--- src/rtl/m3i_pkg.sv ---
`default_nettype none

package m3i_pkg;

    localparam int ENT_W = 32;
    localparam int NLANE = 9;
    localparam int COF_W = 64;
    localparam int DET_W = 98;
    localparam int DM_W  = 96;
    localparam int NQ    = 33;
    localparam int QR_W  = NQ + 1;

    localparam logic [ENT_W-1:0] ONE_Q16 = 32'h0001_0000;

    // reciprocal scale that makes the divider return the cofactor unchanged
    localparam logic [DM_W-1:0] UNIT_DMAG = {{(DM_W-ENT_W-1){1'b0}}, 1'b1, {ENT_W{1'b0}}};

    // cofactor k = a[CF_A[k]] * a[CF_B[k]] - a[CF_C[k]] * a[CF_D[k]]
    localparam int CF_A [NLANE] = '{4, 2, 1, 5, 0, 2, 3, 1, 0};
    localparam int CF_B [NLANE] = '{8, 7, 5, 6, 8, 3, 7, 6, 4};
    localparam int CF_C [NLANE] = '{5, 1, 2, 3, 2, 0, 4, 0, 1};
    localparam int CF_D [NLANE] = '{7, 8, 4, 8, 6, 5, 6, 7, 3};

    // first-column cofactors used in the first-row expansion
    localparam int TOP_COF [3] = '{0, 3, 6};

    typedef enum logic [1:0] {
        ST_INV  = 2'd0,
        ST_UNIT = 2'd1,
        ST_SING = 2'd2,
        ST_SAT  = 2'd3
    } status_t;

    typedef struct packed {
        logic [NLANE-1:0][COF_W-1:0] cof;
        logic [DM_W-1:0]             dmag;
        logic                        dneg;
        logic                        unit;
        logic                        zero;
    } fq_entry_t;

endpackage

`default_nettype wire

--- src/rtl/m3i_queue.sv ---
`default_nettype none

module m3i_queue import m3i_pkg::*;
#(
    parameter int DEPTH = 4
)
(
    input  logic      clk,
    input  logic      rst_n,
    input  logic      push_valid,
    output logic      push_ready,
    input  fq_entry_t push_data,
    output logic      pop_valid,
    input  logic      pop_ready,
    output fq_entry_t pop_data
);

    localparam int PTR_W = (DEPTH > 1) ? $clog2(DEPTH) : 1;
    localparam int CNT_W = $clog2(DEPTH + 1);
    localparam logic [PTR_W-1:0] LAST_PTR = PTR_W'(DEPTH - 1);
    localparam logic [CNT_W-1:0] FULL_CNT = CNT_W'(DEPTH);

    fq_entry_t        mem_reg [DEPTH];
    logic [PTR_W-1:0] wr_ptr_reg, wr_ptr_next;
    logic [PTR_W-1:0] rd_ptr_reg, rd_ptr_next;
    logic [CNT_W-1:0] cnt_reg, cnt_next;
    logic             push;
    logic             pop;

    assign push_ready = cnt_reg != FULL_CNT;
    assign pop_valid  = cnt_reg != '0;
    assign pop_data   = mem_reg[rd_ptr_reg];
    assign push       = push_valid && push_ready;
    assign pop        = pop_valid && pop_ready;

    always_comb
    begin
        wr_ptr_next = wr_ptr_reg;
        rd_ptr_next = rd_ptr_reg;
        cnt_next    = cnt_reg;
        if (push)
        begin
            wr_ptr_next = (wr_ptr_reg == LAST_PTR) ? '0 : wr_ptr_reg + 1'b1;
        end
        if (pop)
        begin
            rd_ptr_next = (rd_ptr_reg == LAST_PTR) ? '0 : rd_ptr_reg + 1'b1;
        end
        if (push && !pop)
        begin
            cnt_next = cnt_reg + 1'b1;
        end
        else if (pop && !push)
        begin
            cnt_next = cnt_reg - 1'b1;
        end
    end

    always_ff @(posedge clk or negedge rst_n)
    begin
        if (!rst_n)
        begin
            wr_ptr_reg <= '0;
            rd_ptr_reg <= '0;
            cnt_reg    <= '0;
        end
        else
        begin
            wr_ptr_reg <= wr_ptr_next;
            rd_ptr_reg <= rd_ptr_next;
            cnt_reg    <= cnt_next;
        end
    end

    always_ff @(posedge clk)
    begin
        if (push)
        begin
            mem_reg[wr_ptr_reg] <= push_data;
        end
    end

    a_cnt_bound: assert property (@(posedge clk) disable iff (!rst_n)
        cnt_reg <= FULL_CNT)
        else $error("queue count above depth");

    a_cnt_step: assert property (@(posedge clk) disable iff (!rst_n)
        (push && !pop) |=> (cnt_reg == $past(cnt_reg) + 1'b1))
        else $error("queue count missed a push");

endmodule

`default_nettype wire

--- config.mk ---
export PLATFORM = sky130hd
export DESIGN_NAME = m3i_queue
export DESIGN_NICKNAME = d
export VERILOG_FILES = /design/src/rtl/m3i_pkg.sv /design/src/rtl/m3i_queue.sv
export SDC_FILE = /design/constraint.sdc
export NUM_CORES = 2
export LEC_CHECK = 0
export BUFFER_PORTS_ARGS = -buffer_cell sky130_fd_sc_hd__buf_2
export CELL_PAD_IN_SITES_DETAIL_PLACEMENT = 1
export CELL_PAD_IN_SITES_GLOBAL_PLACEMENT = 2
export CORE_AREA = 2 2 528 530
export DETAILED_ROUTE_END_ITERATION = 16
export DIE_AREA = 0 0 530 532
export PLACE_DENSITY_LB_ADDON = 0.1
export SYNTH_ARGS = -nofsm -noshare
export SYNTH_HDL_FRONTEND = slang
export SYNTH_SLANG_ARGS = --single-unit
--- constraint.sdc ---
create_clock -name clk -period 19 [get_ports clk]
set_input_delay 3.8 -clock clk [delete_from_list [all_inputs] [get_ports clk]]
set_output_delay 3.8 -clock clk [all_outputs]
set_load 0.05 [all_outputs]
[Word-level counts from Yosys, hierarchy flattened]
Memories as Yosys holds them, arrays and structs flattened.
Index checks and enable logic that the tools add are counted.
Word-level totals
  memories: 1
  RAM bits: 2700
  bits of input ports: 679
  output and inout bits: 677
  word-level logic and storage cells: 25
  register bits after elaboration: 7
Cells by class
  reduce and logical (&&, ||, !) cells: 8
  mux-type cells: 6
  add/sub/neg operators: 4
  eq/ne operators: 3
Memory list
  mem_reg: depth 4, width 675, rd ports 1, clocked after memory_dff 0, write ports 1, line m3i_queue.sv:23  | fq_entry_t mem_reg [DEPTH];
Operator list (count)
  $mux 3: 2
  $add 2x1->2 const B: 2
  $eq 2x2->1 const B: 2
  $logic_and 1x1->1: 4
  $mux 2: 2
  $add 3x1->3 const B: 1
  $ne 3x3->1 const B: 1
  $reduce_bool 3->1: 1
  $sub 3x1->3 const B: 1
  $logic_not 1->1: 2
  $mux 1: 2
  $reduce_bool 2->1: 1

[Logic depth before layout (Yosys ltp)]
  depth in word-level cells: 6
  mapped depth: 8
  mapped depth without buffers: 8

[Worst setup path after synthesis]
OpenSTA, ideal clock, no wires.
  path type: in2reg
  from: in push_valid
  to: mem mem_reg[1][0] (netlist name) (enable)
  library setup time: 1131 ps
  buffers on the path: 0
  path slack: -1510 ps
  required time: 17869 ps
  arrival time: 19379 ps
  stages on the path: 2
  cells stage by stage: a21boi_1 -> and2_1
On the way
  word-level cells in the longest chain between the ends: 3
RTL lines
  start: declaration: line m3i_queue.sv:10  | input logic push_valid,
  $logic_and 1x1->1: line m3i_queue.sv:33  | assign push = push_valid && push_ready;
  $mux 1: line m3i_queue.sv:77  | if (push)
  $mux 1 (implied by the code): line m3i_queue.sv:79  | mem_reg[wr_ptr_reg] <= push_data;
  end: declaration: line m3i_queue.sv:23
Every way passes these cells.

==> out/metrics.sh <==
FINAL_DESIGN_AREA_NO_FILL_SQ_UM=118000
WIRE_PER_INST_MICRONS=30.9
FINALCRITICALPERIOD_NS=9.40
SYN2LAYOUT_AREA_GROWTH_PCT=21.3
STD_CELL_ROWS=193
MAX_FREQ_GHz=0.106
LAYOUTNONFILLERINSTCOUNT=9153
TIMING.SETUP.CRITICAL_PATH_CLASS='flip-flop to output pin'
SYNTH_TOP_AREA_CELL='sky130_fd_sc_hd__edfxtp_1'
GRT_PASS1_WL_MICRONS=392000
POSTCTSHOLDBUFS=0
SYNTH.CELL_AREA_SQ_UM=97600
CRITICAL_PATH.MAX_FANOUT=88
DRC_ERRORS=0
DP.FINAL_HPWL_MICRONS=190000
FIN_WORST_SKEW_NS=0.0359
CTS_SETUP_BUFFERS=0
GRT_SETUP_UNREPAIRED='false'
FIRST_GLOBAL_VIAS=48869
DRT-INITIAL-DRC-COUNT=3089
SYNTH.NET_COUNT=4248
FP.COREAREA_SQ_UM=276000
POSTCTSRESIZEDCELLS=0
CLOCK-SINKS=2707
CRIT_ARRIVAL_NS=5.60
CP.REQUIRED_NS=15.20
POWER.DENSITY_nW_PER_UM2=191
SYNTH_CELL_TYPE_COUNT=19
BUFFER_PORTS.INSERTED=1355
CTS.REPORTEDPATHS.CLKPINSLEW_NS=0.06
REGTOREGSTARTPOINT='cnt_reg[1]'
FINAL_LAYOUT_SIZE_SUFFIX_GT1_SHARE_PCT=46.4
SETUP.WORST_PATH.START_CLASS='flip-flop'
OUTCOME='finished clean'
INITIAL_CORE_UTIL_PCT=35.4
GRT_OVERFLOW=0
SYNTH_WARNINGS=0
DIE_AREA_SQ_UM=282000
DIE_Y_MICRONS=532
ENDPOINT='pop_data[508]'
CRITICAL_PATH_SOURCE='rd_ptr_reg[0]'
SYNTH_SEQ_CELLS=2707
CTS-BUFFERS-INSERTED=301
VIAS_PER_INSTANCE=4.97
CTS_MAX_PATH_BUFFERS=4
YS_TOP_CELLS_BY_AREA='sky130_fd_sc_hd__edfxtp_1 83%, sky130_fd_sc_hd__mux4_2 16%, sky130_fd_sc_hd__buf_4 0.46%'
WORST_PIN_SLEW_NS=1.06
TOTALWIRELENGTH_MICRONS=283000
ANTENNA_FOUND_INITIAL=273
HOLD_DEPTH=1
SYNTH.YOSYS.SEQ_AREA_SHARE_PCT=83.3
CLOCKROOTBUFFER='sky130_fd_sc_hd__clkbuf_16'
LEAST_SETUP_SLACK_ACROSS_ALL_PATHS_AFTER_LAYOUT_NS=9.60
CRITICAL_R2R_CAPTURE='mem_reg[3][203]'
SLEW_HEADROOM_PCT=29.4
HOLD_PATH_CLASS='flip-flop to flip-flop'
VIAS=45453
FIRST_PASS_ITERS=5
FINALCOREUTILIZATION_PCT=42.9
CRIT_PATH_END_KIND='output pin'
INSERTION_DELAY_NS=0.91
FINAL.PERIOD_UTILIZATION_PCT=49.5
CTS_HTREE_LEVELS=5
PIN_COUNT=1356
FLOORPLAN.DIE.WIDTH_MICRONS=530
MAX_CAP_VIOLATIONS=0
ANTENNA_LEFT=0
PLACE.GP.CONGESTION=0.789
TOTALNEGATIVESETUPSLACK_NS=0
SYN_AREA_PER_CELL_SQ_UM=27.4
REGTOREGSETUPSLACK_NS=13.90
LARGEST_REGISTER_FF_COUNT=2700
REPORT.FINAL.HOLD_VIOL_COUNT=0
STATIC_LEAKAGE_uW=0.0394
R2R.WORST_PATH.CELLS=7
MAXSLEWVIOLCOUNT=0
IR_DROP_V=0.000111
DPL-INSTANCE-AREA_SQ_UM=109000
CTS_TREE='built'
NETLIST_INSTANCES=3562
GRT_MAX_DEGREE=135
DP.CELLS=8537
SYNTH_LARGEST_TYPE_AREA_FRACTION_PCT=83.1
FINISH.NET_COUNT=5821
GRT_USE_TOTAL_PCT=19.8
FINALSETUPVIOLCOUNT=0
DP_WORST_SETUP_SLACK_NS=10.24
-- synthesized netlist by cell type (all sizes together) --
cell type,n
clkbuf,13
xnor2,1
xor2,2
a21boi,1
mux2,5
edfxtp,2700
or3,1
nor2,4
fa,1
ha,6
mux4,675
buf,137
inv,3
and2,4
nand2,2
dfrtp,7
-- cell type report --
| cell class | instances | area [sq um] |
|---|---|---|
| multi-input combinational | 702 | 15500 |
| tap | 3705 | 4640 |
| clock buffer | 380 | 7900 |
| fill | 25482 | 157000 |
| antenna | 79 | 198 |
| inverter | 3 | 11.3 |
| sequential | 2707 | 81300 |
| timing repair buffer | 1420 | 7430 |
| clock inverter | 157 | 1440 |
-- layout by cell type, fill, tap and decap left out, drive strengths merged --
cell type / n
a21boi: 1
ha: 6
edfxtp: 2700
nor2: 4
clkinv: 121
mux2: 5
or3: 1
and2: 4
xor2: 2
xnor2: 1
mux4: 675
buf: 1420
fa: 1
bufinv: 19
nand2: 2
clkbuf: 380
inv: 20
dfrtp: 7
diode: 79
-- metal layers --
layer	track usage [%]	wire (microns)	vias to the layer above
li1	-	-	18946
met1	21.9	97800	23948
met2	33.0	140000	1647
met3	10.3	35300	740
met4	5.52	9070	172
met5	0	1120	-
-- kinds of logic (layout without fill, tap and decap cells) --
kind of cell    count (synthesis)  in the layout  share of synthesized area [%]
compound gates                  1              1                        0.00770
xor+xnor                        3              3                         0.0269
fa+ha+maj                       7              7                         0.0974
buf+inv                       153           1960                          0.919
flops                        2707           2707                           83.3
mux                           680            680                           15.6
other cells                     0             79                              0
simple gates                   11             11                         0.0551
-- worst max-delay path, cell delays in order, from the launching register on --
cell	delay, ns
sky130_fd_sc_hd__dfrtp_4	0.85
sky130_fd_sc_hd__buf_12	0.52
sky130_fd_sc_hd__buf_4	0.78
sky130_fd_sc_hd__buf_4	0.72
sky130_fd_sc_hd__buf_4	0.65
sky130_fd_sc_hd__mux4_2	0.60
sky130_fd_sc_hd__buf_2	0.23
-- report_power, final --
group | switching, uW | internal, uW | leakage, uW
registers | 261 | 7880 | 0.0248
clock network | 2380 | 3220 | 0.00456
logic | 6600 | 2280 | 0.0101
-- per-stage QoR --
stage          power, uW  hold slack (ns)
6_report           22600            0.525
2_1_floorplan      15300            0.475
3_3_place_gp       17400            0.497
5_1_grt            23500            0.575
3_5_place_dp       17400            0.522
4_1_cts            23100            0.529
-- worst min path at each step --
stage / start / endpoint / slack (ns)
2_1_floorplan: cnt_reg[2] / cnt_reg[2] / 0.48
3_3_place_gp: cnt_reg[2] / cnt_reg[2] / 0.50
3_5_place_dp: cnt_reg[2] / cnt_reg[2] / 0.52
4_1_cts: cnt_reg[2] / cnt_reg[2] / 0.53
5_1_grt: cnt_reg[2] / cnt_reg[2] / 0.58
6_report: cnt_reg[2] / cnt_reg[2] / 0.53
Power figures use the tool's default switching activity.
